## src/sv/sacc_pkg.sv

```systemverilog
// Shared types and register map of the sprite collision checker.
package sacc_pkg;

   localparam int ADDR_WIDTH = 5;
   localparam int DATA_WIDTH = 8;

   localparam logic FUNC_READ  = 1'b0;
   localparam logic FUNC_WRITE = 1'b1;

   // Register map
   localparam logic [ADDR_WIDTH-1:0] REG_AX_B0    = 5'h01;
   localparam logic [ADDR_WIDTH-1:0] REG_AX_B1    = 5'h02;
   localparam logic [ADDR_WIDTH-1:0] REG_AX_B2    = 5'h03;
   localparam logic [ADDR_WIDTH-1:0] REG_AX_DELTA = 5'h04;
   localparam logic [ADDR_WIDTH-1:0] REG_A_XEXT   = 5'h06;
   localparam logic [ADDR_WIDTH-1:0] REG_A_YEXT   = 5'h07;
   localparam logic [ADDR_WIDTH-1:0] REG_AY_B0    = 5'h09;
   localparam logic [ADDR_WIDTH-1:0] REG_AY_B1    = 5'h0A;
   localparam logic [ADDR_WIDTH-1:0] REG_AY_B2    = 5'h0B;
   localparam logic [ADDR_WIDTH-1:0] REG_AY_DELTA = 5'h0C;
   localparam logic [ADDR_WIDTH-1:0] REG_B_XEXT   = 5'h0E;
   localparam logic [ADDR_WIDTH-1:0] REG_B_YEXT   = 5'h0F;
   localparam logic [ADDR_WIDTH-1:0] REG_BY_B0    = 5'h11;
   localparam logic [ADDR_WIDTH-1:0] REG_BY_B1    = 5'h12;
   localparam logic [ADDR_WIDTH-1:0] REG_BY_B2    = 5'h13;
   localparam logic [ADDR_WIDTH-1:0] REG_BX_B0    = 5'h15;
   localparam logic [ADDR_WIDTH-1:0] REG_BX_B1    = 5'h16;
   localparam logic [ADDR_WIDTH-1:0] REG_BX_B2    = 5'h17;
   localparam logic [ADDR_WIDTH-1:0] REG_STATUS   = 5'h18;

   localparam logic [DATA_WIDTH-1:0] EXTENT_RESET = 8'h01;

   // Miss window on the signed position difference
   localparam logic signed [26:0] DIFF_MAX = 27'sd511;
   localparam logic signed [26:0] DIFF_MIN = -27'sd1023;

   // Operands of one axis test
   typedef struct packed {
      logic [23:0] a_base;
      logic [7:0]  a_delta;
      logic [23:0] b_base;
      logic [7:0]  a_extent;
      logic [7:0]  b_extent;
   } axis_type;

endpackage

```

## src/sv/sacc_req_if.sv

```systemverilog
// Request channel: one bus access per beat.
interface sacc_req_if;
   import sacc_pkg::*;

   logic                  valid;
   logic                  ready;
   logic                  func;
   logic [ADDR_WIDTH-1:0] register_address;
   logic [DATA_WIDTH-1:0] write_data;

   modport source (output valid, output func, output register_address,
                   output write_data, input ready);
   modport sink   (input valid, input func, input register_address,
                   input write_data, output ready);
endinterface

```

## src/sv/sacc_rsp_if.sv

```systemverilog
// Response channel: one read byte per beat.
interface sacc_rsp_if;
   import sacc_pkg::*;

   logic                  valid;
   logic                  ready;
   logic [DATA_WIDTH-1:0] read_data;

   modport source (output valid, output read_data, input ready);
   modport sink   (input valid, input read_data, output ready);
endinterface

```

## src/sv/sacc_regs.sv

```systemverilog
// Position and extent register file with write decode.
module sacc_regs (
   input  logic                           clock,
   input  logic                           reset,
   input  logic                           wr_en,
   input  logic [sacc_pkg::ADDR_WIDTH-1:0] addr,
   input  logic [sacc_pkg::DATA_WIDTH-1:0] data,
   output sacc_pkg::axis_type             x_axis,
   output sacc_pkg::axis_type             y_axis
);
   import sacc_pkg::*;

   logic [3:0][7:0] ax_ff, ax_in;
   logic [3:0][7:0] ay_ff, ay_in;
   logic [2:0][7:0] bx_ff, bx_in;
   logic [2:0][7:0] by_ff, by_in;
   logic [7:0]      axe_ff, axe_in, aye_ff, aye_in, bxe_ff, bxe_in, bye_ff, bye_in;

   always_comb begin
      ax_in  = ax_ff;
      ay_in  = ay_ff;
      bx_in  = bx_ff;
      by_in  = by_ff;
      axe_in = axe_ff;
      aye_in = aye_ff;
      bxe_in = bxe_ff;
      bye_in = bye_ff;
      if (wr_en) begin
         case (addr)
            REG_AX_B0:    ax_in[0] = data;
            REG_AX_B1:    ax_in[1] = data;
            REG_AX_B2:    ax_in[2] = data;
            REG_AX_DELTA: ax_in[3] = data;
            REG_A_XEXT:   axe_in   = data;
            REG_A_YEXT:   aye_in   = data;
            REG_AY_B0:    ay_in[0] = data;
            REG_AY_B1:    ay_in[1] = data;
            REG_AY_B2:    ay_in[2] = data;
            REG_AY_DELTA: ay_in[3] = data;
            REG_B_XEXT:   bxe_in   = data;
            REG_B_YEXT:   bye_in   = data;
            REG_BY_B0:    by_in[0] = data;
            REG_BY_B1:    by_in[1] = data;
            REG_BY_B2:    by_in[2] = data;
            REG_BX_B0:    bx_in[0] = data;
            REG_BX_B1:    bx_in[1] = data;
            REG_BX_B2:    bx_in[2] = data;
            default: ;
         endcase
      end
   end

   always_ff @(posedge clock) begin
      if (reset) begin
         ax_ff  <= '0;
         ay_ff  <= '0;
         bx_ff  <= '0;
         by_ff  <= '0;
         axe_ff <= EXTENT_RESET;
         aye_ff <= EXTENT_RESET;
         bxe_ff <= EXTENT_RESET;
         bye_ff <= EXTENT_RESET;
      end else begin
         ax_ff  <= ax_in;
         ay_ff  <= ay_in;
         bx_ff  <= bx_in;
         by_ff  <= by_in;
         axe_ff <= axe_in;
         aye_ff <= aye_in;
         bxe_ff <= bxe_in;
         bye_ff <= bye_in;
      end
   end

   // Byte 0 is the most significant byte of each base position
   assign x_axis = '{a_base:   {ax_ff[0], ax_ff[1], ax_ff[2]},
                     a_delta:  ax_ff[3],
                     b_base:   {bx_ff[0], bx_ff[1], bx_ff[2]},
                     a_extent: axe_ff,
                     b_extent: bxe_ff};
   assign y_axis = '{a_base:   {ay_ff[0], ay_ff[1], ay_ff[2]},
                     a_delta:  ay_ff[3],
                     b_base:   {by_ff[0], by_ff[1], by_ff[2]},
                     a_extent: aye_ff,
                     b_extent: bye_ff};
endmodule

```

## src/sv/sacc_axis.sv

```systemverilog
// Single-axis overlap test: range window and masked magnitude against extents.
module sacc_axis (
   input  sacc_pkg::axis_type ops,
   output logic               miss
);
   import sacc_pkg::*;

   logic signed [26:0] pos_a;
   logic signed [26:0] pos_b;
   logic signed [26:0] diff;
   logic [26:0]        mag;
   logic [8:0]         ext_sum;

   assign pos_a   = $signed({3'b000, ops.a_base}) +
                    $signed({{19{ops.a_delta[7]}}, ops.a_delta});
   assign pos_b   = $signed({3'b000, ops.b_base});
   assign diff    = pos_a - pos_b;
   assign mag     = diff[26] ? (~diff + 27'd1) : diff;
   assign ext_sum = {1'b0, ops.a_extent} + {1'b0, ops.b_extent};

   assign miss = (diff > DIFF_MAX) || (diff < DIFF_MIN) || (mag[8:0] > ext_sum);
endmodule

```

## src/sv/sprite_axis_collision_checker_top.sv

```systemverilog
// Top level of the sprite collision checker: request decode and response queue.
//
// Usage: each request beat is one register access (func 1 = write, 0 = read)
// with a 5-bit register address and a write byte. Every request beat gives
// exactly one response beat carrying read_data. Writes load object positions
// and extents and answer 0; a read of the status register answers 1 in bit 0
// when the objects miss on either axis, and every other read answers 0.
// Responses are registered. Throughput: one access per cycle while the skid
// register is empty, set by the single compare stage between the register file
// and the response register.
// A two-entry response queue (output register plus skid register) lets one
// request be taken while a response waits; if the receiver keeps stalling,
// req ready drops once the skid register is full and rises when it drains.
// A write is visible to a status read in the next request beat.
// Reset (synchronous, active high) clears both response entries, positions
// to zero and all four extents to one.
module sprite_axis_collision_checker_top (
   input logic        clock,
   input logic        reset,
   sacc_req_if.sink   req_chan,
   sacc_rsp_if.source rsp_chan
);
   import sacc_pkg::*;

   axis_type              x_axis, y_axis;
   logic                  x_miss, y_miss;
   logic                  accept;
   logic                  rsp_fire;
   logic [DATA_WIDTH-1:0] new_data;

   logic                  out_valid_ff, out_valid_in;
   logic [DATA_WIDTH-1:0] out_data_ff, out_data_in;
   logic                  skid_valid_ff, skid_valid_in;
   logic [DATA_WIDTH-1:0] skid_data_ff, skid_data_in;

   assign req_chan.ready = !skid_valid_ff;
   assign accept         = req_chan.valid && !skid_valid_ff;
   assign rsp_fire       = out_valid_ff && rsp_chan.ready;

   sacc_regs u_regs (
      .clock  (clock),
      .reset  (reset),
      .wr_en  (accept && (req_chan.func == FUNC_WRITE)),
      .addr   (req_chan.register_address),
      .data   (req_chan.write_data),
      .x_axis (x_axis),
      .y_axis (y_axis)
   );

   sacc_axis u_axis_x (.ops(x_axis), .miss(x_miss));
   sacc_axis u_axis_y (.ops(y_axis), .miss(y_miss));

   assign new_data = ((req_chan.func == FUNC_READ) && (req_chan.register_address == REG_STATUS))
                     ? {{(DATA_WIDTH-1){1'b0}}, (x_miss || y_miss)} : '0;

   always_comb begin
      out_valid_in  = out_valid_ff;
      out_data_in   = out_data_ff;
      skid_valid_in = skid_valid_ff;
      skid_data_in  = skid_data_ff;
      if (!out_valid_ff || rsp_fire) begin
         // Output slot free: refill from skid first, else from the new beat
         if (skid_valid_ff) begin
            out_valid_in  = 1'b1;
            out_data_in   = skid_data_ff;
            skid_valid_in = 1'b0;
         end else if (accept) begin
            out_valid_in = 1'b1;
            out_data_in  = new_data;
         end else begin
            out_valid_in = 1'b0;
         end
      end else if (accept) begin
         // Output stalled: park the new beat
         skid_valid_in = 1'b1;
         skid_data_in  = new_data;
      end
   end

   always_ff @(posedge clock) begin
      if (reset) begin
         out_valid_ff  <= 1'b0;
         skid_valid_ff <= 1'b0;
      end else begin
         out_valid_ff  <= out_valid_in;
         skid_valid_ff <= skid_valid_in;
      end
      out_data_ff  <= out_data_in;
      skid_data_ff <= skid_data_in;
   end

   assign rsp_chan.valid     = out_valid_ff;
   assign rsp_chan.read_data = out_data_ff;

`ifndef ASSERT_OFF
   a_skid_implies_out: assert property (@(posedge clock) disable iff (reset)
      skid_valid_ff |-> out_valid_ff)
      else $error("skid entry held while output register empty");

   a_accept_gives_rsp: assert property (@(posedge clock) disable iff (reset)
      accept |=> out_valid_ff)
      else $error("accepted request left no response");

   a_write_reads_zero: assert property (@(posedge clock) disable iff (reset)
      (accept && (req_chan.func == FUNC_WRITE) && !out_valid_ff && !skid_valid_ff)
      |=> (out_data_ff == '0))
      else $error("write access answered nonzero data");

   a_upper_bits_zero: assert property (@(posedge clock) disable iff (reset)
      out_valid_ff |-> (out_data_ff[DATA_WIDTH-1:1] == '0))
      else $error("response carries nonzero upper bits");
`endif
endmodule

```

## src/flat_wrapper.sv

```systemverilog
// flat-port wrapper written by rule: the top's interface ports become plain ports
module sprite_axis_collision_checker_top_flat import sacc_pkg::*;
  (clock, reset, req_chan_valid, req_chan_func, req_chan_register_address, req_chan_write_data, req_chan_ready, rsp_chan_valid, rsp_chan_read_data, rsp_chan_ready);
  sacc_req_if req_chan_i ();
  sacc_rsp_if rsp_chan_i ();
  input logic clock;
  input logic reset;
  input wire logic [$bits(req_chan_i.valid)-1:0] req_chan_valid;
  input wire logic [$bits(req_chan_i.func)-1:0] req_chan_func;
  input wire logic [$bits(req_chan_i.register_address)-1:0] req_chan_register_address;
  input wire logic [$bits(req_chan_i.write_data)-1:0] req_chan_write_data;
  output wire logic [$bits(req_chan_i.ready)-1:0] req_chan_ready;
  output wire logic [$bits(rsp_chan_i.valid)-1:0] rsp_chan_valid;
  output wire logic [$bits(rsp_chan_i.read_data)-1:0] rsp_chan_read_data;
  input wire logic [$bits(rsp_chan_i.ready)-1:0] rsp_chan_ready;
  assign req_chan_i.valid = req_chan_valid;
  assign req_chan_i.func = req_chan_func;
  assign req_chan_i.register_address = req_chan_register_address;
  assign req_chan_i.write_data = req_chan_write_data;
  assign req_chan_ready = req_chan_i.ready;
  assign rsp_chan_valid = rsp_chan_i.valid;
  assign rsp_chan_read_data = rsp_chan_i.read_data;
  assign rsp_chan_i.ready = rsp_chan_ready;
  sprite_axis_collision_checker_top u_core (.clock(clock), .reset(reset), .req_chan(req_chan_i), .rsp_chan(rsp_chan_i));
endmodule
```

## config.mk

```make
export PLATFORM = sky130hd
export DESIGN_NAME = sprite_axis_collision_checker_top_flat
export DESIGN_NICKNAME = d
export VERILOG_FILES = /design/src/sv/sacc_pkg.sv /design/src/sv/sacc_req_if.sv /design/src/sv/sacc_rsp_if.sv /design/src/sv/sacc_regs.sv /design/src/sv/sacc_axis.sv /design/src/sv/sprite_axis_collision_checker_top.sv /design/src/flat_wrapper.sv
export SDC_FILE = /design/constraint.sdc
export NUM_CORES = 1
export LEC_CHECK = 0
export ABC_AREA = 1
export BUFFER_PORTS_ARGS = -buffer_cell sky130_fd_sc_hd__buf_2
export CAP_MARGIN = 25
export CORE_MARGIN = 2
export CORE_UTILIZATION = 65
export DETAILED_ROUTE_END_ITERATION = 10
export PLACE_DENSITY = 0.82
export SYNTH_ARGS = -nofsm -noshare
export SYNTH_HDL_FRONTEND = slang
export SYNTH_HIERARCHICAL = 1
export SYNTH_SLANG_ARGS = --single-unit
```

## constraint.sdc

```tcl
create_clock -name clock -period 11.7 [get_ports clock]
set_input_delay 2.34 -clock clock [delete_from_list [all_inputs] [get_ports clock]]
set_output_delay 2.34 -clock clock [all_outputs]
set_load 0.1 [all_outputs]
```

==> flow_summary_export.csv <==
group,metric,value,unit
status,status,"finished clean",
placement,port_buffers,20,
yosys,synth.area.top_cells,"dfxtp_1, nand2_1, inv_1",
pwr,switchingPower,606,uW
yosys,synth-seq-cells,148,
worst_setup_path,path_delay_family,"simple AND/OR/NAND/NOR gates",
placement,hpwl,28.4,mm
worst_setup_path,cpMostUsedCell,"nand2_1",
worst_setup_path,reg2reg_setup_slack,7120,ps
global_route,grt_pass1_wl,60.4,mm
clock_tree,ctsResizeCount,0,
global_route,grt_max_degree,84,
worst_setup_path,crit_path_max_fanout,17,
hold_path,hp-class,"flop to flop",
sta,report.final.slew_viol_count,0,
detailed_routing,first_pass_iters,7,
pwr,p_leak,8.41,nW
clock_tree,cts_buffers,17,
detailed_routing,postRouteWirelength,37.1,mm
pwr,clock_power_share,0.354,
flow_run,cap_violations,0,
sta,fin_crit,4580,ps
yosys,yosysSeqAreaShare,0.215,
detailed_routing,drc_errors,0,
sta,hold_viol,0,
finish,drive_gt1_frac,0.0573,
clock_tree,cts.htree.levels,4,
floorplanning,io_pins,28,
floorplanning,rows,53,
pwr,vdd_drop_max,0.0958,mV
sta,setup_viol,0,
finish,fill_cells,1893,
global_route,grt_usage,0.335,
yosys,synth_area_per_cell,5.87,um2
floorplanning,die_x,150,um
floorplanning,die-area,22500,um2
worst_setup_path,path_buf_inv,5,
yosys,synth_top_area_frac,0.211,
worst_setup_path,end_kind,"flop",
sta,holdWs,475,ps
clock_tree,cts-root-buf,"clkbuf_16",
finish,nNetsFinal,2518,
detailed_routing,viasPerCell,5.17,
pwr,combPwrFrac,0.318,
detailed_routing,drt_iter0_markers,1037,
sta,setup_ws,7120,ps
yosys,netlist_area,13800,um2
sta,rsz0062_at_grt,"no",
finish,layoutNonFillerInstCount,2648,
clock_tree,cts_buffer_depth,2,
global_route,grt_pass1_vias,12900,
yosys,synthDistinctLibCells,37,
clock_tree,cts_sinks,148,
pwr,pwr-share-seq,0.328,
clock_tree,cts_setup_buffers,0,
pwr,power_per_cell_area,106,nW/um2
clock_tree,clk_pin_slew_worst_paths,70,ps
sta,maxSlewHeadroom,0.245,
sta,tightest_slew,1130,ps
finish,final_area,14800,um2
yosys,yosys_warnings,6,
detailed_routing,wl_per_cell,14.0,um
worst_setup_path,critPathKind,"flop to flop",
finish,final_util,0.705,
detailed_routing,antenna_left,0,
worst_setup_path,cpMaxStageDelayCell,"fa_1",
placement,place_ws,6690,ps
sta,period_share,0.392,
sta,finClkSkew,10.9,ps
detailed_routing,vias,13700,
yosys,syn_inst,2361,
floorplanning,core_area,21000,um2
finish,area_delta_synth_final,6.68,%
global_route,overflow,0,
finish,final_cell_mix,"nand2_1, inv_1, nor2_1",
finish,n_antenna_cell,0,
worst_setup_path,slowest_delay,510,ps
placement,dp.cells,2614,
clock_tree,tritoncts,"yes",
sta,fmax,218,MHz
placement,gp_congestion,0.959,
global_route,antenna_found_initial,0,
floorplanning,start_util,0.661,
worst_setup_path,required,11900,ps
finish,multi_input_area,8470,um2
finish,final_common_cell,"nand2_1",
floorplanning,die_y,150,um
sta,setup-tns-final,0,ps
worst_setup_path,worstSetupStartpointType,"flop",
pwr,swShare,0.389,
pwr,p_int,954,uW
pwr,finalPower,1.56,mW
clock_tree,postCtsHoldBufs,0,
finish,regArea,2980,um2
placement,dpl_cell_area,14100,um2
yosys,synth_top_cell_by_area,"dfxtp_1",
clock_tree,clock_latency,440,ps
worst_setup_path,crit_arrival,4780,ps
[logic make-up (layout without fill, tap and decap cells)]
| family | count (synthesis) | count (layout) | synth area share |
|---|---|---|---|
| AO/OA/AOI/OAI | 105 | 105 | 0.0418 |
| XOR/XNOR | 28 | 28 | 0.0177 |
| adder cells (fa/ha/maj) | 140 | 140 | 0.154 |
| buffers and inverters | 630 | 636 | 0.175 |
| flip-flops | 148 | 148 | 0.215 |
| other | 1 | 7 | 0.000271 |
| AND/OR/NAND/NOR | 1309 | 1309 | 0.396 |
[power by group through the flow]
stage	Sequential [mW]	Combinational (mW)	Clock, mW
after floorplan	0.526	0.368	0
after global placement	0.523	0.473	0
after CTS	0.512	0.488	0.557
after global routing	0.512	0.554	0.577
final	0.512	0.496	0.553
after detailed placement	0.523	0.485	0
[layer usage]
metal / track usage / share of wire
met5: 0 / 0
met4: 0.119 / 0.033
met1: 0.427 / 0.43
met3: 0.0448 / 0.063
met2: 0.582 / 0.47
[registers in the layout, indices dropped and copies added, names as in the netlist]
signal	flops
u_core/u_regs/bxe_ff	8
u_core/skid_valid_ff	1
u_core/rsp_chan.read_data	1
u_core/u_regs/y_axis	56
u_core/u_regs/aye_ff	8
u_core/u_regs/bye_ff	8
u_core/rsp_chan.valid	1
u_core/u_regs/axe_ff	8
u_core/u_regs/x_axis	56
u_core/skid_data_ff	1
[worst paths after layout]
| path | start | end | cells after the start |
|---|---|---|---|
| worst min-delay path | u_core/u_regs/axe_ff[0]$_SDFFE_PP1P_ | u_core/u_regs/axe_ff[0]$_SDFFE_PP1P_ | 2 |
| worst min register to register | u_core/u_regs/axe_ff[0]$_SDFFE_PP1P_ | u_core/u_regs/axe_ff[0]$_SDFFE_PP1P_ | 2 |
| worst max register to register | u_core/u_regs/y_axis[47]$_SDFFE_PP0P_ | u_core/skid_data_ff[0]$_DFFE_PP_ | 27 |
| worst max-delay path | u_core/u_regs/y_axis[47]$_SDFFE_PP0P_ | u_core/skid_data_ff[0]$_DFFE_PP_ | 27 |
[area by class of cell]
cell class,count,share of cell area
inverter,574,0.146
tap,275,0.0233
timing repair buffer,30,0.0146
sequential,148,0.202
clock buffer,17,0.0288
clock inverter,15,0.0120
multi-input combinational,1589,0.573
[cell usage after synthesis (all sizes together)]
cell type	count
xor2	17
a21o	3
a21oi	71
o41ai	1
a21boi	1
and2	4
o21bai	8
clkinv	1
ha	90
inv	573
nor3	11
nor2	331
nand2	711
conb	1
nand3	225
a31oi	3
o21ai	16
clkbuf	14
dfxtp	146
edfxtp	2
xnor2	11
o21a	1
nand4	22
buf	42
nand3b	5
a211oi	1
fa	50
[worst register-to-register path: stages (launching register included)]
cell	delay (ps)
dfxtp_1	330
inv_1	100
buf_16	190
fa_1	520
inv_1	50
ha_1	360
nand2_1	150
inv_1	50
nand2_1	50
nand2_1	70
a21oi_2	150
inv_1	60
nand2_1	70
nand3_2	210
nor2_1	190
xnor2_1	140
ha_1	270
nand2_1	90
nor2_1	50
a211oi_1	160
o21ai_0	90
a21boi_0	150
o21ai_0	110
o41ai_1	90
nand2_1	260
nor2_1	160
nor2_1	60
and2_1	150
Power figures use the tool's default switching activity.
